File: src/sv/encoder_edge_velocity_estimator_core_assert.svh
// Assertion helpers shared by the estimator RTL
`ifndef ENCODER_EDGE_VELOCITY_ESTIMATOR_CORE_ASSERT_SVH
`define ENCODER_EDGE_VELOCITY_ESTIMATOR_CORE_ASSERT_SVH

// same-cycle implication
`define EEVC_ASSERT_IMP(lbl, clk, rst_n, ante, cons, msg) \
	lbl: assert property (@(posedge clk) disable iff (!rst_n) (ante) |-> (cons)) \
		else $error(msg);

// next-cycle implication
`define EEVC_ASSERT_NXT(lbl, clk, rst_n, ante, cons, msg) \
	lbl: assert property (@(posedge clk) disable iff (!rst_n) (ante) |=> (cons)) \
		else $error(msg);

`endif

File: src/sv/eevc_pkg.sv
package eevc_pkg;

	localparam int CFG_IDX_W  = 2;
	localparam int CFG_DATA_W = 20;
	localparam int UM_W       = 20;
	localparam int TIME_W     = 32;
	localparam int VEL_W      = 16;
	localparam int DIR_W      = 2;
	localparam int QUO_W      = 16;
	localparam int CNT_W      = 4;

	localparam logic [CFG_IDX_W-1:0] REG_UPDATE_INTERVAL = 2'd0;
	localparam logic [CFG_IDX_W-1:0] REG_UM_PER_TICK     = 2'd1;

	localparam logic [CFG_DATA_W-1:0] INTERVAL_RST = 20'd100000;
	localparam logic [UM_W-1:0]       UM_RST       = 20'd1000;

	localparam logic signed [DIR_W-1:0] DIR_NONE = 2'sb00;
	localparam logic signed [DIR_W-1:0] DIR_FWD  = 2'sb01;
	localparam logic signed [DIR_W-1:0] DIR_REV  = 2'sb11;

	localparam logic signed [VEL_W-1:0] VEL_MAX = 16'sh7fff;
	localparam logic signed [VEL_W-1:0] VEL_MIN = 16'sh8000;

	typedef enum logic [3:0] {
		ST_IDLE,
		ST_EVAL,
		ST_MUL,
		ST_SCALE,
		ST_CHK,
		ST_DIV,
		ST_FIN,
		ST_DONE
	} state_t;

	typedef struct packed {
		logic sample_fire;
		logic first;
		logic due;
		logic ovf;
		logic last_step;
		logic out_free;
	} stat_t;

	typedef struct packed {
		logic in_ready;
		logic eval;
		logic mul;
		logic scale;
		logic chk;
		logic div;
		logic fin;
		logic out_ld;
	} ctl_t;

endpackage

File: src/sv/eevc_cmp_sub.sv
module eevc_cmp_sub import eevc_pkg::*; (
	input  logic [TIME_W:0]   a,
	input  logic [TIME_W-1:0] b,
	output logic              ge,
	output logic [TIME_W-1:0] diff
);

	logic [TIME_W+1:0] d;

	// one extra bit catches the borrow
	assign d    = {1'b0, a} - {2'b00, b};
	assign ge   = ~d[TIME_W+1];
	assign diff = d[TIME_W-1:0];

endmodule

File: config.mk
export PLATFORM = sky130hd
export DESIGN_NAME = eevc_cmp_sub
export DESIGN_NICKNAME = d
export VERILOG_FILES = /design/src/sv/encoder_edge_velocity_estimator_core_assert.svh /design/src/sv/eevc_pkg.sv /design/src/sv/eevc_cmp_sub.sv
export SDC_FILE = /design/constraint.sdc
export NUM_CORES = 1
export LEC_CHECK = 0
export ABC_AREA = 1
export BUFFER_PORTS_ARGS = -buffer_cell sky130_fd_sc_hd__buf_2
export CORE_ASPECT_RATIO = 1.75
export CORE_MARGIN = 2
export CORE_UTILIZATION = 53
export DETAILED_ROUTE_END_ITERATION = 12
export GPL_TIMING_DRIVEN = 0
export PLACE_DENSITY = 0.86
export SYNTH_ARGS = -nofsm -noshare
export SYNTH_HDL_FRONTEND = slang
export SYNTH_SLANG_ARGS = --single-unit
File: constraint.sdc
create_clock -name vclk -period 2.05
set_input_delay 0.205 -clock vclk [all_inputs]
set_output_delay 0.205 -clock vclk [all_outputs]
set_load 0.01 [all_outputs]
* After elaboration in Yosys (flattened, before gate mapping)
Index checks and enable logic that the tools add are counted.
** Cells by class
- $add $sub $neg :: 1
- Multiply operators :: 0
- Divide/modulo/power cells :: 0
- Magnitude comparators :: 0
- Equal/unequal tests :: 0
- Shift operators :: 0
- Mux-type cells :: 0
- Bitwise logic cells :: 1
- Reductions and logical operators :: 0
** Operators by type and width (number)
- subtractor 33 x 32 -> 34 bit :: 1
- NOT 1 bit :: 1
** Storage, ports and cells
- Flip-flop bits (word level) :: 0
- Bits in latches :: 0
- RAM bits :: 0
- ROM bits :: 0
- Input port bits :: 65
- Word-level logic and storage cells :: 2
- Memories :: 0

* Longest topological paths before layout
Gate-level depths: netlist (run 1).
- Depth in word-level cells :: 2
- Mapped depth :: 14

* Worst setup path before layout (run 1)
Ideal clock, no wire load.
- Kind :: input -> output
- From :: input port a[0]
- To :: output port diff[28]
- Data arrival time :: 1.568 ns
- Required time :: 1.845 ns
- Setup slack :: 0.277 ns
- Cell stages on the path :: 14
- Buffers on the path :: 0
- Path through :: inv_1 ha_1 inv_1 fa_1 nand3_1 nand3_1 nand2_1 nand2_2 nand2_1 nand2_2 nand2_1 nand2_1 nand2_1 nand2_1
** Between the ends
- Longest elaborated chain between the ends :: 1
** RTL lines
- start: declaration :: RTL line eevc_cmp_sub.sv:2 : input logic [TIME_W:0] a,
- subtractor 33 x 32 -> 34 bit :: RTL line eevc_cmp_sub.sv:11 : assign d = {1'b0, a} - {2'b00, b};
- end: declaration :: RTL line eevc_cmp_sub.sv:5 : output logic [TIME_W-1:0] diff
No other way between the ends.

* Worst setup path after layout (run 1)
- From :: input port a[0]
- To :: output port diff[18]
Same word-level chain as after synthesis.

==> results.py, run 1 <==
metrics = {
    "sta": {
        "hold_viol": 0,
        "fmax_mhz": 503,
        "tns_ps": 0,
        "maxSlewHeadroom_pct": 78.1,
        "drv_slew": 0,
        "finalCritPeriodShare_pct": 96.9,
        "finalSetupViolations": 0,
        "grt_setup_unrepaired": "yes",
        "period_needed_ps": 1990,
        "final.setup.worst_slack_ps": 62.7,
        "tightest_slew_ps": 326,
    },
    "placement": {
        "preCtsSetupSlack_ps": -155,
        "io_buffers": 98,
        "dpl-instance-area_sq_um": 3100,
        "dpl.hpwl_mm": 6.93,
        "gp_congestion": 1.03,
    },
    "route": {
        "vias_per_cell": 4.93,
        "drtAntennaViolNets": 0,
        "drtIter0Drc": 82,
        "drt-total-wl_mm": 7.85,
        "drc": 0,
        "dr_total_vias": 3428,
        "wl_per_cell_um": 11.3,
        "drtPass1Iterations": 5,
    },
    "critical_path": {
        "start_kind": "primary input",
        "cp.arrival_ps": 1780,
        "cp_cell_sequence": "buf_2, inv_1, ha_2, inv_2, fa_2, buf_6, nand3_1, nand3_2, nand3_1, nand2_1, nand2_1, nand2_1, buf_2",
        "path_buf_inv": 5,
        "worst-path-max-fanout": 4,
        "timing_worst_setup_path_type": "in2out",
        "critPathMostFrequentCell": "nand2_1",
        "required_ps": 1850,
        "crit_slowest_cell": "fa_2",
        "end_kind": "output pin",
        "path_delay_family": "simple AND/OR/NAND/NOR gates",
        "cpPeakStageDelay_ps": 380,
    },
    "final_layout": {
        "register_area_sq_um": 0,
        "multi_input_area_sq_um": 2090,
        "fin_area_sq_um": 3230,
        "final_core_util_pct": 69.2,
        "seq_cell_count": 0,
        "n_clock_buffer": 0,
        "final_common_cell": "nand2_1",
        "drive_gt1_share_pct": 21.6,
        "fillers": 492,
        "mostFrequentLayoutCells": "nand2_1, inv_1, buf_2, nor2_1, ha_1",
        "num_antenna_cells": 0,
        "nets": 743,
        "syn_to_final_growth_pct": 27.0,
    },
    "global_route": {
        "grtUsageMet1_pct": 24.3,
        "grt_pass1_vias": 3236,
        "grt_pass1_wl_mm": 12.7,
        "grt_busiest_layer": "met2",
        "use_met2_pct": 61.5,
        "antenna_found_initial": 0,
        "grt_max_degree": 7,
        "met3_usage_pct": 1.90,
        "grt_remaining_overflow": 0,
        "grt_usage_pct": 28.8,
    },
    "yosys": {
        "netlist_area_sq_um": 2540,
        "syn-num-nets": 640,
        "seq_area_frac_synth_pct": 0,
        "syn_avg_cell_area_sq_um": 4.69,
        "ys_warn_count": 0,
        "yosysUniqueCellTypes": 20,
        "synthCells": 542,
    },
    "floorplanning": {
        "initial_utilization_pct": 54.5,
        "rows": 33,
        "io_pins": 98,
        "die_y_um": 95.6,
        "die_x_um": 56.4,
        "die_area_sq_um": 5390,
        "coreArea_sq_um": 4670,
    },
    "hold_path": {
        "hold_class": "in2out",
    },
    "clocking": {
        "hold_buffers": 0,
    },
    "job": {
        "drv_cap": 0,
    },
    "power_and_ir_drop": {
        "p_leak_nw": 2.37,
        "p_per_area_nw_per_um2": 310,
        "ir_worst_vdd_mv": 0.205,
    },
    "status": {
        "status": "finished, final reports clean",
    },
}
path summary, 6_finish.rpt:
check	startpoint	endpoint	slack [ps]	depth (start not counted)
max	a[0]	diff[18]	60	13
min	b[0]	diff[0]	770	4
metal layers:
metal	share of wire, %	wire length, um	vias to the layer above
li1	-	-	1792
met1	34	2680	1462
met2	54	4240	134
met3	5.0	390	40
met4	6.9	544	0
met5	0	0	-
layout make-up:
class	count	area share, %
Timing Repair Buffer	101	16.0
Inverter	148	17.2
Multi-Input combinational cell	394	64.8
Tap cell	52	2.01
power by group:
part	switching (mW)	internal [mW]	leakage, nW
registers	0	0	0
clock network	0	0	0
logic	0.610	0.391	2.37
total	0.610	0.391	2.37
cells by family after synthesis:
group                    count (synthesis)  share of synthesized area [%]
XOR/XNOR                                15                           5.17
adder cells (fa/ha/maj)                 33                           16.5
buffers and inverters                  148                           21.9
AO/OA/AOI/OAI                           25                           5.12
AND/OR/NAND/NOR                        321                           51.3
Yosys cell counts:
| library cell | number | share of area [%] |
|---|---|---|
| and2_1 | 3 | 0.74 |
| nor3_1 | 4 | 0.79 |
| xor2_1 | 14 | 4.8 |
| or2_2 | 1 | 0.25 |
| nand3_2 | 3 | 1.2 |
| inv_1 | 148 | 22 |
| nand3_1 | 25 | 4.9 |
| or2_1 | 1 | 0.25 |
| nand2_1 | 230 | 34 |
| nand4_1 | 3 | 0.74 |
| nor2_2 | 1 | 0.25 |
| xnor2_1 | 1 | 0.34 |
| o21ai_1 | 1 | 0.20 |
| o21bai_1 | 2 | 0.59 |
| a21oi_1 | 21 | 4.1 |
| nor2_1 | 41 | 6.1 |
| ha_1 | 32 | 16 |
| nand2_2 | 9 | 2.2 |
| fa_1 | 1 | 0.79 |
| o21ai_0 | 1 | 0.20 |
metrics by stage:
step	hold slack (ps)	total power, mW	std cells
3_3_place_gp	741	0.933	692
6_report	768	1.00	695
2_1_floorplan	558	0.626	542
3_5_place_dp	750	0.948	692
5_1_grt	787	1.12	695
4_1_cts	751	0.959	693
timing repair:
| item | 4_1_cts | 5_1_grt |
|---|---|---|
| setup endpoints to repair | 5 | 12 |
| gates resized for setup | 6 | 25 |
| cloned | 0 | 0 |
| pin swaps | 1 | 5 |
| buffers inserted | 1 | 2 |
No activity file was read; power rests on OpenSTA's default activity.
==> run 2, diff against run 1 <==
- RECOVER_POWER: default -> 100
- TNS_END_PERCENT: default -> 1
==> results.py, run 2 (synthesized netlist as in run 1, its figures left out) <==
metrics = {
    "sta": {
        "grt_setup_unrepaired": "yes",
        "period_needed_ps": 1980,
        "hold_ws_ps": 759,
        "fmax_mhz": 506,
        "final.setup.worst_slack_ps": 74.8,
        "finalCritPeriodShare_pct": 96.4,
        "drv_slew": 0,
        "finalSetupViolations": 0,
        "tns_ps": 0,
        "tightest_slew_ps": 324,
        "maxSlewHeadroom_pct": 78.2,
        "hold_viol": 0,
    },
    "final_layout": {
        "drive_gt1_share_pct": 21.3,
        "multi_input_area_sq_um": 2090,
        "fillers": 496,
        "num_antenna_cells": 0,
        "seq_cell_count": 0,
        "mostFrequentLayoutCells": "nand2_1, inv_1, buf_2, nor2_1, ha_1",
        "final_common_cell": "nand2_1",
        "final_core_util_pct": 69.0,
        "nets": 743,
        "syn_to_final_growth_pct": 26.7,
        "register_area_sq_um": 0,
        "n_clock_buffer": 0,
    },
    "critical_path": {
        "crit_start": "a[0]",
        "cp.arrival_ps": 1770,
        "timing_worst_setup_path_type": "in2out",
        "worst-path-max-fanout": 4,
        "cpPeakStageDelay_ps": 380,
        "critPathMostFrequentCell": "nand2_1",
        "end_kind": "output pin",
        "crit_slowest_cell": "fa_2",
        "start_kind": "primary input",
        "required_ps": 1850,
        "cp_cell_sequence": "buf_2, inv_1, ha_2, inv_2, fa_2, buf_6, nand3_1, nand3_2, nand3_1, nand2_1, nand2_1, nand2_1, buf_2",
    },
    "floorplanning": {
        "die_area_sq_um": 5390,
        "rows": 33,
        "die_x_um": 56.4,
        "coreArea_sq_um": 4670,
        "initial_utilization_pct": 54.5,
        "io_pins": 98,
        "die_y_um": 95.6,
    },
    "clocking": {
        "hold_buffers": 0,
    },
    "global_route": {
        "grt_remaining_overflow": 0,
        "grt_usage_pct": 28.8,
        "antenna_found_initial": 0,
        "grt_max_degree": 7,
        "grt_pass1_wl_mm": 12.7,
        "grt_pass1_vias": 3236,
    },
    "placement": {
        "gp_congestion": 1.03,
        "io_buffers": 98,
        "preCtsSetupSlack_ps": -155,
        "dpl.hpwl_mm": 6.93,
    },
    "route": {
        "drtAntennaViolNets": 0,
        "dr_total_vias": 3448,
        "wl_per_cell_um": 11.2,
        "vias_per_cell": 4.96,
        "drt-total-wl_mm": 7.81,
        "drtPass1Iterations": 5,
        "drtIter0Drc": 96,
        "drc": 0,
    },
    "hold_path": {
        "hold_class": "in2out",
        "hold_start": "b[0]",
    },
    "power_and_ir_drop": {
        "p_comb_share_pct": 100.0,
        "p_per_area_nw_per_um2": 310,
        "netSwitchingPower_uw": 608,
        "p_total_uw": 997,
        "pwr-share-seq_pct": 0,
        "clockPowerShare_pct": 0,
        "p_leak_nw": 2.36,
        "p_int_uw": 388,
        "ir_worst_vdd_mv": 0.203,
        "p_sw_share_pct": 61.0,
    },
    "status": {
        "status": "finished, final reports clean",
    },
    "job": {
        "drv_cap": 0,
    },
}
-- run 2: what timing repair did --
action | CTS | global route
buffers inserted | 1 | 2
pin swaps | 1 | 4
setup endpoints to repair | 5 | 12
resized for setup | 6 | 24
-- run 2: layer usage --
metal	vias to the layer above	track usage [%]	routed length, um
li1	1794	-	-
met1	1485	24.3	2670
met2	129	61.5	4230
met3	40	1.90	376
met4	0	18.5	539
met5	-	0	0
-- run 2: worst max-delay path: cells and delay by family --
kind / cells / cell delay (ps)
AND/OR/NAND/NOR: 6 / 540
buffers and inverters: 5 / 490
adder cells (fa/ha/maj): 2 / 540
-- run 2: worst paths after layout --
check	end	slack (ps)	depth (start not counted)
worst max-delay path	diff[18]	70	13
worst min-delay path	diff[0]	760	4
-- run 2: power by group through the flow --
stage	sequential, mW	combinational, mW	clock, mW
after detailed placement	0	0.948	0
final	0	0.997	0
after global placement	0	0.933	0
after CTS	0	0.959	0
after global routing	0	1.12	0
after floorplan	0	0.626	0
-- run 2: layout make-up --
type / count / area share (%)
Multi-Input combinational cell: 394 / 64.8
Inverter: 148 / 17.2
Timing Repair Buffer: 101 / 16.0
Tap cell: 52 / 2.02
-- run 2: stage by stage --
step | cells | cell area (sq um)
floorplan | 542 | 2540
global placement | 692 | 3100
detailed placement | 692 | 3100
CTS | 693 | 3120
global route | 695 | 3220
finish | 695 | 3220
==> run 3, diff against run 2 <==
- CORE_MARGIN: 2 -> 1
- CORE_UTILIZATION: 53 -> 40
- PLACE_DENSITY: 0.86 -> 0.67
==> results.py, run 3 (synthesized netlist as in run 1, its figures left out) <==
metrics = {
    "final_layout": {
        "nets": 744,
        "syn_to_final_growth_pct": 26.8,
        "seq_cell_count": 0,
        "n_clock_buffer": 0,
        "drive_gt1_share_pct": 20.2,
        "register_area_sq_um": 0,
        "mostFrequentLayoutCells": "nand2_1, inv_1, buf_2, nor2_1, ha_1",
        "fillers": 730,
        "final_common_cell": "nand2_1",
        "num_antenna_cells": 0,
    },
    "floorplanning": {
        "io_pins": 98,
        "rows": 38,
        "initial_utilization_pct": 41.1,
        "coreArea_sq_um": 6180,
        "die_area_sq_um": 6690,
        "die_x_um": 62.3,
        "die_y_um": 107,
    },
    "power_and_ir_drop": {
        "p_comb_share_pct": 100.0,
        "netSwitchingPower_uw": 600,
        "p_int_uw": 385,
        "p_leak_nw": 2.34,
        "ir_worst_vdd_mv": 0.148,
        "p_per_area_nw_per_um2": 305,
        "pwr-share-seq_pct": 0,
        "clockPowerShare_pct": 0,
        "p_total_uw": 985,
        "p_sw_share_pct": 60.9,
    },
    "sta": {
        "hold_ws_ps": 736,
        "period_needed_ps": 1970,
        "finalSetupViolations": 0,
        "maxSlewHeadroom_pct": 78.8,
        "finalCritPeriodShare_pct": 96.0,
        "fmax_mhz": 508,
        "tightest_slew_ps": 318,
        "hold_viol": 0,
        "drv_slew": 0,
        "grt_setup_unrepaired": "yes",
    },
    "global_route": {
        "antenna_found_initial": 0,
        "grt_max_degree": 7,
        "grt_pass1_vias": 2829,
        "grt_pass1_wl_mm": 12.1,
        "grt_remaining_overflow": 0,
        "grt_usage_pct": 22.4,
    },
    "placement": {
        "gp_congestion": 0.940,
        "io_buffers": 98,
        "dpl.hpwl_mm": 6.90,
    },
    "job": {
        "drv_cap": 0,
    },
    "critical_path": {
        "end_kind": "output pin",
        "required_ps": 1850,
        "worst-path-max-fanout": 4,
        "timing_worst_setup_path_type": "in2out",
        "cp.arrival_ps": 1760,
        "start_kind": "primary input",
    },
    "status": {
        "status": "finished, final reports clean",
    },
    "route": {
        "drtPass1Iterations": 4,
        "drtAntennaViolNets": 0,
        "wl_per_cell_um": 10.6,
        "vias_per_cell": 4.49,
        "drc": 0,
        "drtIter0Drc": 131,
        "drt-total-wl_mm": 7.66,
        "dr_total_vias": 3248,
    },
    "clocking": {
        "hold_buffers": 0,
    },
    "hold_path": {
        "hold_class": "in2out",
    },
}
[run 3: per-layer routing]
metal | GRT usage, % | vias to the layer above | wire length, um
met5 | 0 | - | 0
met4 | 6.64 | 0 | 246
met3 | 0.742 | 16 | 320
met2 | 49.8 | 101 | 4280
met1 | 21.0 | 1338 | 2820
li1 | - | 1793 | -
[run 3: final cells by class]
class | instances | area [sq um] | area share [%]
inverters | 148 | 556 | 17.2
multi-input cells | 394 | 2050 | 63.6
well taps | 80 | 100 | 3.10
repair buffers | 102 | 519 | 16.1
[run 3: stage by stage]
| step | area, sq um | utilization, % | cells | setup TNS [ps] | setup WS, ps |
|---|---|---|---|---|---|
| 2_1_floorplan | 2540 | - | 542 | 0 | 277 |
| 3_3_place_gp | 3130 | 50.7 | 720 | -240 | -104 |
| 3_5_place_dp | 3130 | 50.7 | 720 | -423 | -136 |
| 4_1_cts | 3170 | 51.2 | 722 | 0 | 11.2 |
| 5_1_grt | 3220 | 52.2 | 724 | -84.0 | -36.2 |
| 6_report | 3220 | 52.2 | 724 | 0 | 82.2 |
[run 3: worst max-delay path: stages]
cell     delay (ps)
buf_2            90
inv_1            40
ha_1            150
inv_2            60
fa_2            380
buf_6           150
nand3_1          80
nand3_1         150
nand3_1         130
nand2_1          60
nand2_1          60
nand2_1          70
buf_2           140
[run 3: worst paths after layout]
kind              slack [ps]        to  cells after the start  from
hold / removal           740   diff[0]                      4  b[0]
setup / recovery          80  diff[18]                     13  a[0]
[run 3: repair_timing]
action / 4_1_cts / 5_1_grt
pin swaps: 2 / 4
resized for setup: 6 / 15
setup buffers: 2 / 2
setup endpoints to repair: 5 / 13
[run 3: power by group through the flow]
stage / logic, mW / clock network [mW] / registers (mW)
finish: 0.985 / 0 / 0
global route: 1.11 / 0 / 0
CTS: 0.967 / 0 / 0
detailed placement: 0.953 / 0 / 0
global placement: 0.944 / 0 / 0
floorplan: 0.626 / 0 / 0
