`src/sv/encoder_edge_velocity_estimator_core_assert.svh`:
```
// Assertion helpers shared by the estimator RTL
`ifndef ENCODER_EDGE_VELOCITY_ESTIMATOR_CORE_ASSERT_SVH
`define ENCODER_EDGE_VELOCITY_ESTIMATOR_CORE_ASSERT_SVH

// same-cycle implication
`define EEVC_ASSERT_IMP(lbl, clk, rst_n, ante, cons, msg) \
	lbl: assert property (@(posedge clk) disable iff (!rst_n) (ante) |-> (cons)) \
		else $error(msg);

// next-cycle implication
`define EEVC_ASSERT_NXT(lbl, clk, rst_n, ante, cons, msg) \
	lbl: assert property (@(posedge clk) disable iff (!rst_n) (ante) |=> (cons)) \
		else $error(msg);

`endif

```
`src/sv/eevc_pkg.sv`:
```
package eevc_pkg;

	localparam int CFG_IDX_W  = 2;
	localparam int CFG_DATA_W = 20;
	localparam int UM_W       = 20;
	localparam int TIME_W     = 32;
	localparam int VEL_W      = 16;
	localparam int DIR_W      = 2;
	localparam int QUO_W      = 16;
	localparam int CNT_W      = 4;

	localparam logic [CFG_IDX_W-1:0] REG_UPDATE_INTERVAL = 2'd0;
	localparam logic [CFG_IDX_W-1:0] REG_UM_PER_TICK     = 2'd1;

	localparam logic [CFG_DATA_W-1:0] INTERVAL_RST = 20'd100000;
	localparam logic [UM_W-1:0]       UM_RST       = 20'd1000;

	localparam logic signed [DIR_W-1:0] DIR_NONE = 2'sb00;
	localparam logic signed [DIR_W-1:0] DIR_FWD  = 2'sb01;
	localparam logic signed [DIR_W-1:0] DIR_REV  = 2'sb11;

	localparam logic signed [VEL_W-1:0] VEL_MAX = 16'sh7fff;
	localparam logic signed [VEL_W-1:0] VEL_MIN = 16'sh8000;

	typedef enum logic [3:0] {
		ST_IDLE,
		ST_EVAL,
		ST_MUL,
		ST_SCALE,
		ST_CHK,
		ST_DIV,
		ST_FIN,
		ST_DONE
	} state_t;

	typedef struct packed {
		logic sample_fire;
		logic first;
		logic due;
		logic ovf;
		logic last_step;
		logic out_free;
	} stat_t;

	typedef struct packed {
		logic in_ready;
		logic eval;
		logic mul;
		logic scale;
		logic chk;
		logic div;
		logic fin;
		logic out_ld;
	} ctl_t;

endpackage

```
`src/sv/eevc_seq.sv`:
```
module eevc_seq import eevc_pkg::*; (
	input  logic   clk,
	input  logic   arst_n,
	input  stat_t  st,
	output ctl_t   ctl,
	output state_t state_q
);

	state_t state_d;

	always_ff @(posedge clk or negedge arst_n) begin
		if (!arst_n) begin
			state_q <= ST_IDLE;
		end else begin
			state_q <= state_d;
		end
	end

	always_comb begin
		state_d = state_q;
		unique case (state_q)
			ST_IDLE: begin
				if (st.sample_fire) state_d = ST_EVAL;
			end
			ST_EVAL: begin
				if (!st.first && st.due) state_d = ST_MUL;
				else                     state_d = ST_DONE;
			end
			ST_MUL:   state_d = ST_SCALE;
			ST_SCALE: state_d = ST_CHK;
			ST_CHK: begin
				if (st.ovf) state_d = ST_FIN;
				else        state_d = ST_DIV;
			end
			ST_DIV: begin
				if (st.last_step) state_d = ST_FIN;
			end
			ST_FIN: state_d = ST_DONE;
			ST_DONE: begin
				if (st.out_free) state_d = ST_IDLE;
			end
			default: state_d = ST_IDLE;
		endcase
	end

	always_comb begin
		ctl = '0;
		unique case (state_q)
			ST_IDLE:  ctl.in_ready = 1'b1;
			ST_EVAL:  ctl.eval     = 1'b1;
			ST_MUL:   ctl.mul      = 1'b1;
			ST_SCALE: ctl.scale    = 1'b1;
			ST_CHK:   ctl.chk      = 1'b1;
			ST_DIV:   ctl.div      = 1'b1;
			ST_FIN:   ctl.fin      = 1'b1;
			ST_DONE:  ctl.out_ld   = st.out_free;
			default:  ctl = '0;
		endcase
	end

endmodule

```
`config.mk`:
```
export PLATFORM = sky130hd
export DESIGN_NAME = eevc_seq
export DESIGN_NICKNAME = d
export VERILOG_FILES = /design/src/sv/encoder_edge_velocity_estimator_core_assert.svh /design/src/sv/eevc_pkg.sv /design/src/sv/eevc_seq.sv
export SDC_FILE = /design/constraint.sdc
export NUM_CORES = 1
export LEC_CHECK = 0
export BUFFER_PORTS_ARGS = -buffer_cell sky130_fd_sc_hd__buf_2
export CORE_AREA = 2 2 39 41
export CTS_CLUSTER_DIAMETER = 30
export DETAILED_ROUTE_END_ITERATION = 10
export DIE_AREA = 0 0 41 43
export HOLD_SLACK_MARGIN = 0.06
export SLEW_MARGIN = 20
export SYNTH_ARGS = -nofsm -noshare
export SYNTH_HDL_FRONTEND = slang
export SYNTH_SLANG_ARGS = --single-unit
```
`constraint.sdc`:
```
create_clock -name clk -period 2.45 [get_ports clk]
set_input_delay 0.1225 -clock clk [delete_from_list [all_inputs] [get_ports clk]]
set_output_delay 0.1225 -clock clk [all_outputs]
set_load 0.02 [all_outputs]
```
Word-level counts from Yosys, hierarchy flattened --
Cells that the tools add are included.
Cells by class: equality and inequality tests 10, reductions and logical operators 4, multiplexer cells 14
Operator list (count):
- one-hot mux 4 bit (8 select lines) | 1
- == test 4 x 3 -> 1 bit, second input constant | 4
- two-way mux 4 bit | 3
- == test 4 x 2 -> 1 bit, second input constant | 2
- two-way mux 1 bit | 8
- inequality test 2 bit, second input constant | 3
- == test 4 x 1 -> 1 bit, second input constant | 1
- logical NOT 4 bit | 1
- two-way mux 3 bit | 1
- AND reduction 3 bit | 1
- two-way mux 2 bit | 1
- logical AND 1 bit | 1
- logical NOT 1 bit | 1
Word-level totals: output and inout bits 12, word-level logic and storage cells 29, input port bits 8, register bits after elaboration 4

Longest topological paths before layout --
Gate-level depths: netlist of run 1.
word-level depth 4, gate-level depth with buffers 4, gate-level depth less buffers 3

Worst setup path after synthesis of run 1 --
Ideal clock, no wire load.
path type register -> register, start register state_q[1], end register state_q[0], library setup time 96 ps, required time 2354 ps, clock period less this slack 1480 ps, stages on the path, launching flop included 5, arrival time 1384 ps, setup slack 970 ps, buffers on the path 1, cells stage by stage dfrtp_1 > buf_6 > nor3b_2 > o21ai_1 > a311oi_2
Between the ends: cells in the longest elaborated chain, start to end 3, elaborated cells between the ends (all ways) 13, classes of those cells 10 x eq/ne; 1 x mux; 2 x reduce/logical
Ends and longest elaborated chain:
- start: declaration | line eevc_seq.sv:6 | output state_t state_q
- start signal: assignment | line eevc_seq.sv:15 | state_q <= state_d;
- == test 4 x 3 -> 1 bit or logical NOT 4 bit (tied branches) | line eevc_seq.sv:21 | unique case (state_q)
- inequality test 2 bit (no line)
- AND reduction 3 bit (no line)
Parallel ways exist; a longest one is shown, timed or not. A chain may end at the register's enable or synchronous reset.

==> flow_metrics.env, run 1 <==
export IMPL_status="complete, no violations"
export IMPL_min_period_ns=1.53
export IMPL_crit_buf_inv=1
export IMPL_synth_xor_area_share=0
export IMPL_path_clk_slew_ns=0.04
export IMPL_first_iter_violations=0
export IMPL_timing_rr_start="state_q[1]"
export IMPL_cts_tree="built"
export IMPL_r2r_end="state_q[0]"
export IMPL_routed_wl_um=675
export IMPL_ys_ff_latch=3
export IMPL_setup_violations=0
export IMPL_maxCapViolations=0
export IMPL_drc_errors=0
export IMPL_syn_nets=41
export IMPL_drv_slew=0
export IMPL_synthTopCellsByArea="dfrtp_1 25%, and3b_2 6.8%, a311oi_2 5.1%"
export IMPL_dp_hpwl_um=536
export IMPL_p_leak_uw=0.000201
export IMPL_synthAdderAreaFrac=0
export IMPL_insertion_delay_ns=0.23
export IMPL_row_count=14
export IMPL_drive_gt1_frac=0.538
export IMPL_cts_resized_gates=0
export IMPL_synth_area_per_cell_um2=8.99
export IMPL_vias_per_cell=4.51
export IMPL_synthMuxAreaShare=0.0338
export IMPL_path_cells="and3_2, and2_4, buf_2"
export IMPL_synth_edf_count=0
export IMPL_rsz0062_at_grt="false"
export IMPL_finalNonFillerCells=68
export IMPL_dieArea_um2=1760
export IMPL_ff2ff_path_depth=3
export IMPL_async_flop_share=1.00
export IMPL_fin_area_um2=412
export IMPL_critPathLaunch="state_q[1]"
export IMPL_initial_core_util=0.214
export IMPL_regMostFlops="state_q"
export IMPL_hold_class="input pin to asynchronous set/reset pin"
export IMPL_synth_compound_area_frac=0.219
export IMPL_path_delay_family="flip-flops"
export IMPL_critPathRequiredTime_ns=2.33
export IMPL_crit_type="flop to output pin"
export IMPL_fp_dieW_um=41
export IMPL_ios=20
export IMPL_timing_final_crit_share=0.626
export IMPL_fillers=169
export IMPL_hold_viol=0
export IMPL_yosys_warnings=0
export IMPL_area_growth_pct=38.8
export IMPL_grt_pass1_wl_um=1030
export IMPL_largestRegisters="state_q x3"
export IMPL_crit_fanout=15
export IMPL_largest_reg_flops=3
export IMPL_firstDrtPassIters=1
export IMPL_clock_sinks=3
export IMPL_crit_path_top_delay_cell="dfrtp_1"
export IMPL_root_buffer="clkbuf_4"
export IMPL_cp_start_kind="flop"
export IMPL_netlist_instances=33
export IMPL_die_y_um=43
export IMPL_grt_pass1_vias=242
export IMPL_synthSimpleGateAreaFrac=0.363
export IMPL_regToRegSetupSlack_ns=1.10
export IMPL_port_buffers=18
export IMPL_crit_end="ctl[0]"
export IMPL_track_usage=0.0876
export IMPL_yosysTopAreaCellShare=0.253
export IMPL_numCtsBuffers=3
export IMPL_cts_buffer_depth=2
export IMPL_htreeDepth=1
export IMPL_n_antenna_cell=0
export IMPL_grt_max_degree=17
export IMPL_syn_area_um2=297
export IMPL_final_setup_tns_ns=0
export IMPL_vias=307
export IMPL_synth_top_family_by_area="simple AND/OR/NAND/NOR gates"
export IMPL_yosysUniqueCellTypes=26
export IMPL_gr_total_overflow=0
export IMPL_yosysSeqAreaShare=0.253
export IMPL_final_setup_skew_ns=0.00263
export IMPL_place_area_um2=375
export IMPL_power_density_nw_per_um2=1330
export IMPL_synthFlopType="dfrtp_1"
export IMPL_post_cts_setup_buffer_count=0
export IMPL_gp_congestion=0.703
export IMPL_yosysMostFrequentCell="dfrtp_1"
export IMPL_ant_nets=0
export IMPL_dpl_cell_count=63
export IMPL_antenna_found_initial=0
export IMPL_wl_per_cell_um=9.93
export IMPL_ir_worst_vdd_mv=0.390
export IMPL_path_depth=3
export IMPL_crit_arrival_ns=1.41
export IMPL_yosysTopAreaCell="dfrtp_1"
export IMPL_power_total_uw=549
export IMPL_endpoint_kind="output pin"
export IMPL_timing_fmax_mhz=652
export IMPL_coreArea_um2=1380
export IMPL_critical_path_max_stage_delay_ns=0.58
export IMPL_fin_nets=61
==> final cells by class <==
cell class                 instances  area [um2]  share of cell area
clock buffer                       4        26.3              0.0638
sequential                         3        75.1               0.182
tap                               16        20.0              0.0486
timing repair buffer              19         100               0.243
inverter                           1        3.75             0.00912
multi-input combinational         25         186               0.453
==> stage by stage <==
stage / setup slack (ns) / utilization / hold slack (ns)
after floorplan: 0.970 / - / -0.173
after global placement: 1.09 / 0.271 / -0.0750
after detailed placement: 1.08 / 0.271 / -0.0786
after CTS: 0.887 / 0.297 / 0.204
after global routing: 0.807 / 0.297 / 0.216
final: 0.916 / 0.297 / 0.210
==> what timing repair did <==
action / in CTS / in global routing
endpoints found under the setup margin: 0 / 0
hold buffers: 1 / 0
endpoints found under the hold margin: 3 / 0
==> where the power goes <==
group | internal [uW] | switching, uW | leakage [uW]
registers | 73.0 | 81.9 | 0.0000330
logic | 142 | 166 | 0.000153
clock network | 61.0 | 24.9 | 0.0000150
==> kinds of logic (layout without fill, tap and decap cells) <==
| family | count (synthesis) | after routing |
|---|---|---|
| AO/OA/AOI/OAI | 8 | 8 |
| buffers and inverters | 5 | 24 |
| flip-flops | 3 | 3 |
| multiplexers | 1 | 1 |
| other | 1 | 1 |
| AND/OR/NAND/NOR | 15 | 15 |
==> worst min path at each step <==
stage	end	slack, ns
after global routing	state_q[0]	0.22
after detailed placement	state_q[0]	-0.08
after CTS	state_q[0]	0.20
final	state_q[0]	0.21
after global placement	state_q[2]	-0.07
after floorplan	state_q[0]	-0.17
==> metal layers <==
layer  track usage  vias to the layer above  routed length, um
met2         0.119                        6                366
met4        0.0600                        0                  0
met1         0.120                      143                271
met5             0                        -                  0
li1              -                      158                  -
met3        0.0157                        0                 38
==> cell usage in the layout (no fill, tap or decap), drive strengths merged <==
cell	count
a211oi	2
a21oi	2
a311oi	1
a31o	1
a31oi	1
and2	1
and3	1
and3b	2
buf	18
clkbuf	4
conb	1
dfrtp	3
dlygate4sd3	1
inv	1
mux2i	1
nand2	1
nand2b	1
nor2	2
nor3	1
nor3b	3
nor4	1
o21ai	1
or3	1
or3b	1
No activity file was read; power rests on OpenSTA's default activity.
==> run 2, diff against run 1 <==
==> constraint.sdc (replaced) <==
create_clock -name clk -period 1.4 [get_ports clk]
set_input_delay 0.07 -clock clk [delete_from_list [all_inputs] [get_ports clk]]
set_output_delay 0.07 -clock clk [all_outputs]
set_load 0.02 [all_outputs]
==> run 2 against run 1 <==
Compared with the run above:
- critical path depth unchanged
- wire length up 17%
- via count up 4.9%
- count of clock-buffer cells in the layout unchanged
- flip-flop and latch count stayed put
- final area increased by 6.7%
- global-route usage increased by 1.2 points
- total power rose by 92%
- core utilization is 2.0 points higher
- clock power grew 89%
- worst hold slack worse by 0.058 ns
- clock skew fell by 0.0021 ns
- largest cell class unchanged
==> flow_metrics.env, run 2 (synthesis gave the netlist of run 1 again) <==
export IMPL_final_core_util=0.317
export IMPL_wl_per_cell_um=11.2
export IMPL_grt_pass1_vias=255
export IMPL_place_area_um2=397
export IMPL_drv_slew=0
export IMPL_final_setup_skew_ns=0.000504
export IMPL_timing_fmax_mhz=753
export IMPL_post_cts_setup_buffer_count=0
export IMPL_gp_congestion=0.781
export IMPL_fin_nets=63
export IMPL_area_growth_pct=48.1
export IMPL_final_common_cell="buf_2"
export IMPL_row_count=14
export IMPL_initial_core_util=0.214
export IMPL_maxCapViolations=0
export IMPL_firstDrtPassIters=2
export IMPL_final_setup_tns_ns=0
export IMPL_drc_errors=0
export IMPL_root_buffer="clkbuf_4"
export IMPL_hold_class="input pin to asynchronous set/reset pin"
export IMPL_port_buffers=18
export IMPL_track_usage=0.0996
export IMPL_htreeDepth=1
export IMPL_grt_max_degree=16
export IMPL_numCtsBuffers=3
export IMPL_crit_arrival_ns=1.26
export IMPL_dp_hpwl_um=564
export IMPL_gr_total_overflow=0
export IMPL_cts_buffer_depth=2
export IMPL_cp_start_kind="flop"
export IMPL_path_clk_slew_ns=0.04
export IMPL_hold_viol=0
export IMPL_r2r_end="state_q[0]"
export IMPL_ant_nets=0
export IMPL_p_leak_uw=0.000213
export IMPL_final_seq_area_um2=78.8
export IMPL_largest_reg_flops=3
export IMPL_n_antenna_cell=0
export IMPL_wl_met2_um=337
export IMPL_fillers=154
export IMPL_insertion_delay_ns=0.24
export IMPL_grt_pass1_wl_um=1110
export IMPL_critPathRequiredTime_ns=1.33
export IMPL_first_iter_violations=2
export IMPL_met1_length_um=363
export IMPL_clock_sinks=3
export IMPL_routed_wl_um=787
export IMPL_ff2ff_path_depth=3
export IMPL_power_density_nw_per_um2=2400
export IMPL_cts_tree="built"
export IMPL_antenna_found_initial=0
export IMPL_largestRegisters="state_q x3"
export IMPL_die_y_um=43
export IMPL_crit_type="flop to output pin"
export IMPL_hold_ws_ns=0.152
export IMPL_status="complete, no violations"
export IMPL_vias=322
export IMPL_fp_dieW_um=41
export IMPL_min_period_ns=1.33
export IMPL_timing_rr_start="state_q[2]"
export IMPL_ios=20
export IMPL_fin_area_um2=439
export IMPL_regToRegSetupSlack_ns=0.19
export IMPL_layout_common_cells="17 x buf_2, 3 x clkbuf_4, 3 x buf_4, 3 x dfrtp_2"
export IMPL_dieArea_um2=1760
export IMPL_drive_gt1_frac=0.611
export IMPL_crit_fanout=9
export IMPL_setup_violations=0
export IMPL_dr_wl_met3_um=73
export IMPL_coreArea_um2=1380
export IMPL_highest_signal_layer="met4"
export IMPL_rsz0062_at_grt="false"
export IMPL_timing_final_crit_share=0.949
export IMPL_multi_input_area_um2=193
export IMPL_regMostFlops="state_q"
export IMPL_vias_per_cell=4.60
export IMPL_ir_worst_vdd_mv=0.726
export IMPL_endpoint_kind="output pin"
## run 2: cell types whose count changed in the layout (fill, tap and decap cells not counted)
cell | before | now
dfrtp_2 | 0 | 3
dfrtp_1 | 3 | 0
nor3b_2 | 1 | 0
buf_2 | 18 | 17
nor3b_4 | 0 | 1
buf_4 | 0 | 3
## run 2: critical path, stage by stage (launching register included)
cell     delay (ns)
dfrtp_2        0.46
and3_2         0.23
and2_4         0.17
buf_2          0.15
## run 2: stage by stage
stage	setup slack [ns]	total power [uW]	cells
finish	0.0712	1050	70
floorplan	0.00173	719	33
global placement	0.0834	870	65
global route	0.0226	1130	70
CTS	0.0484	1050	70
detailed placement	0.0601	879	65
## run 2: metal layers
metal / GRT usage / up-vias
li1: - / 160
met1: 0.126 / 145
met2: 0.122 / 14
met3: 0.0628 / 3
met4: 0.0600 / 0
met5: 0 / -
## run 2: how the worst max path moves through the flow
stage | depth (start not counted) | endpoint | slack, ns | start
detailed placement | 3 | state_q[1] | 0.06 | state_q[2]
global route | 4 | ctl[4] | 0.02 | state_q[1]
floorplan | 4 | state_q[0] | 0.002 | state_q[1]
global placement | 3 | state_q[1] | 0.08 | state_q[2]
finish | 3 | ctl[0] | 0.07 | state_q[1]
CTS | 3 | state_q[1] | 0.05 | state_q[2]
## run 2: layout make-up
| cell class | instances | area share |
|---|---|---|
| flip-flops and latches | 3 | 0.179 |
| inverters | 1 | 0.00855 |
| multi-input cells | 25 | 0.439 |
| well taps | 16 | 0.0456 |
| repair buffers | 21 | 0.268 |
| clock buffers | 4 | 0.0598 |
## run 2: report_power, final
group          switching (uW)  leakage [uW]  internal, uW
registers                 115     0.0000305           137
clock network            54.2     0.0000150           107
logic                     343      0.000168           296
## run 2: repair_timing
action	CTS	global route
hold buffers	1	0
hold endpoints to repair	3	0
resized for setup	1	3
endpoints found under the setup margin	2	5
==> run 3, diff against run 2 <==
--- a/config.mk
+++ b/config.mk
@@ -6,11 +6,14 @@
 export NUM_CORES = 1
 export LEC_CHECK = 0
 export BUFFER_PORTS_ARGS = -buffer_cell sky130_fd_sc_hd__buf_2
+export CELL_PAD_IN_SITES_DETAIL_PLACEMENT = 1
+export CELL_PAD_IN_SITES_GLOBAL_PLACEMENT = 1
 export CORE_AREA = 2 2 39 41
 export CTS_CLUSTER_DIAMETER = 30
 export DETAILED_ROUTE_END_ITERATION = 10
 export DIE_AREA = 0 0 41 43
 export HOLD_SLACK_MARGIN = 0.06
+export PLACE_DENSITY_LB_ADDON = 0.1
 export SLEW_MARGIN = 20
 export SYNTH_ARGS = -nofsm -noshare
 export SYNTH_HDL_FRONTEND = slang
==> run 3 against run 2 <==
Compared with the run above:
- worst hold slack got worse by 0.0016 ns
- via count up 12%
- critical path depth unchanged
- sequential share of layout area is 2.0 points lower
- count of clock-buffer cells in the layout unchanged
- first-iteration DRC count fell by 100%
- final area increased by 13%
- non-clock buffer count up 7
- register-to-register slack got worse by 0.10 ns
- total power up 14%
- critical endpoint unchanged
- largest cell class unchanged
- highest routed layer unchanged
==> flow_metrics.env, run 3 (synthesis gave the netlist of run 1 again) <==
export IMPL_status="complete, no violations"
export IMPL_wl_per_cell_um=12.8
export IMPL_drc_errors=0
export IMPL_fin_ws_ns=0.0841
export IMPL_port_buffers=18
export IMPL_power_density_nw_per_um2=2440
export IMPL_power_total_uw=1210
export IMPL_cts_tree="built"
export IMPL_final_common_cell="buf_2"
export IMPL_fin_nets=70
export IMPL_timing_final_crit_share=0.940
export IMPL_wl_met2_um=531
export IMPL_cts_buffer_depth=2
export IMPL_area_growth_pct=66.7
export IMPL_fp_dieW_um=41
export IMPL_gp_congestion=0.651
export IMPL_final_setup_skew_ns=0.0114
export IMPL_vias_per_cell=4.69
export IMPL_endpoint_kind="output pin"
export IMPL_root_buffer="clkbuf_4"
export IMPL_cp_start_kind="flop"
export IMPL_regMostFlops="state_q"
export IMPL_met1_length_um=389
export IMPL_htreeDepth=1
export IMPL_layout_common_cells="18 x buf_2, 9 x buf_4, 3 x clkbuf_4, 3 x dfrtp_2"
export IMPL_fin_area_um2=494
export IMPL_antenna_found_initial=0
export IMPL_clock_sinks=3
export IMPL_pre_cts_ws_ns=0.151
export IMPL_fillers=178
export IMPL_n_antenna_cell=0
export IMPL_routed_wl_um=982
export IMPL_path_clk_slew_ns=0.05
export IMPL_die_y_um=43
export IMPL_grt_max_degree=11
export IMPL_place_area_um2=404
export IMPL_largestRegisters="state_q x3"
export IMPL_maxCapViolations=0
export IMPL_grt_pass1_wl_um=1510
export IMPL_ir_worst_vdd_mv=0.880
export IMPL_p_leak_uw=0.000247
export IMPL_crit_fanout=8
export IMPL_drv_slew=0
export IMPL_dp_hpwl_um=720
export IMPL_highest_signal_layer="met4"
export IMPL_first_iter_violations=0
export IMPL_ios=20
export IMPL_row_count=14
export IMPL_ant_nets=0
export IMPL_crit_type="flop to output pin"
export IMPL_numCtsBuffers=3
export IMPL_hold_viol=0
export IMPL_dieArea_um2=1760
export IMPL_largest_reg_flops=3
export IMPL_min_period_ns=1.32
export IMPL_setup_violations=0
export IMPL_insertion_delay_ns=0.25
export IMPL_coreArea_um2=1380
export IMPL_drive_gt1_frac=0.672
export IMPL_critPathRequiredTime_ns=1.33
export IMPL_crit_arrival_ns=1.25
export IMPL_hold_class="input pin to asynchronous set/reset pin"
export IMPL_gr_total_overflow=0
export IMPL_initial_core_util=0.214
export IMPL_dr_wl_met3_um=45
export IMPL_track_usage=0.131
export IMPL_firstDrtPassIters=1
export IMPL_vias=361
export IMPL_timing_fmax_mhz=760
export IMPL_grt_pass1_vias=336
run 3: cell type report:
| type | instances | area [um2] | share of cell area |
|---|---|---|---|
| tap | 16 | 20.0 | 0.0405 |
| multi-input combinational | 25 | 198 | 0.400 |
| sequential | 3 | 78.8 | 0.159 |
| timing repair buffer | 28 | 168 | 0.339 |
| inverter | 1 | 3.75 | 0.00759 |
| clock buffer | 4 | 26.3 | 0.0532 |
run 3: routing by layer:
layer / GRT usage / up-vias
met4: 0.0600 / 0
li1: - / 174
met1: 0.149 / 175
met5: 0 / -
met3: 0.0628 / 2
met2: 0.197 / 10
run 3: path summary, 6_finish.rpt:
path | from | end | slack [ns] | depth (start not counted)
min in group clk | st[0] | state_q[1] | 0.18 | 3
worst max register to register | state_q[1] | state_q[1] | 0.09 | 4
worst min-delay path | arst_n | state_q[0] | 0.15 | 2
worst min register to register | state_q[2] | state_q[2] | 0.67 | 3
max in group asynchronous | arst_n | state_q[2] | 1.11 | 2
worst max-delay path | state_q[1] | ctl[0] | 0.08 | 3
run 3: critical path, cell delays in order (launching register included):
cell,delay (ns)
dfrtp_2,0.45
and3_2,0.23
and2_4,0.17
buf_2,0.15
run 3: report_power, final:
group	total (uW)	switching, uW	internal (uW)
clock network	167	59.4	108
registers	200	62.7	138
logic	839	436	402
run 3: stage by stage:
stage / hold slack [ns] / instances / util / setup TNS [ns]
after global routing: 0.166 / 77 / 0.357 / -0.000349
after global placement: -0.131 / 66 / 0.292 / 0
after floorplan: -0.226 / 33 / - / 0
final: 0.150 / 77 / 0.357 / 0
after CTS: 0.145 / 71 / 0.321 / 0
after detailed placement: -0.125 / 66 / 0.292 / 0
run 3: what timing repair did:
item | in CTS | in global routing
hold endpoints to repair | 3 | 0
setup buffers | 0 | 6
setup endpoints to repair | 5 | 4
gates resized for setup | 3 | 1
hold buffers | 1 | 0
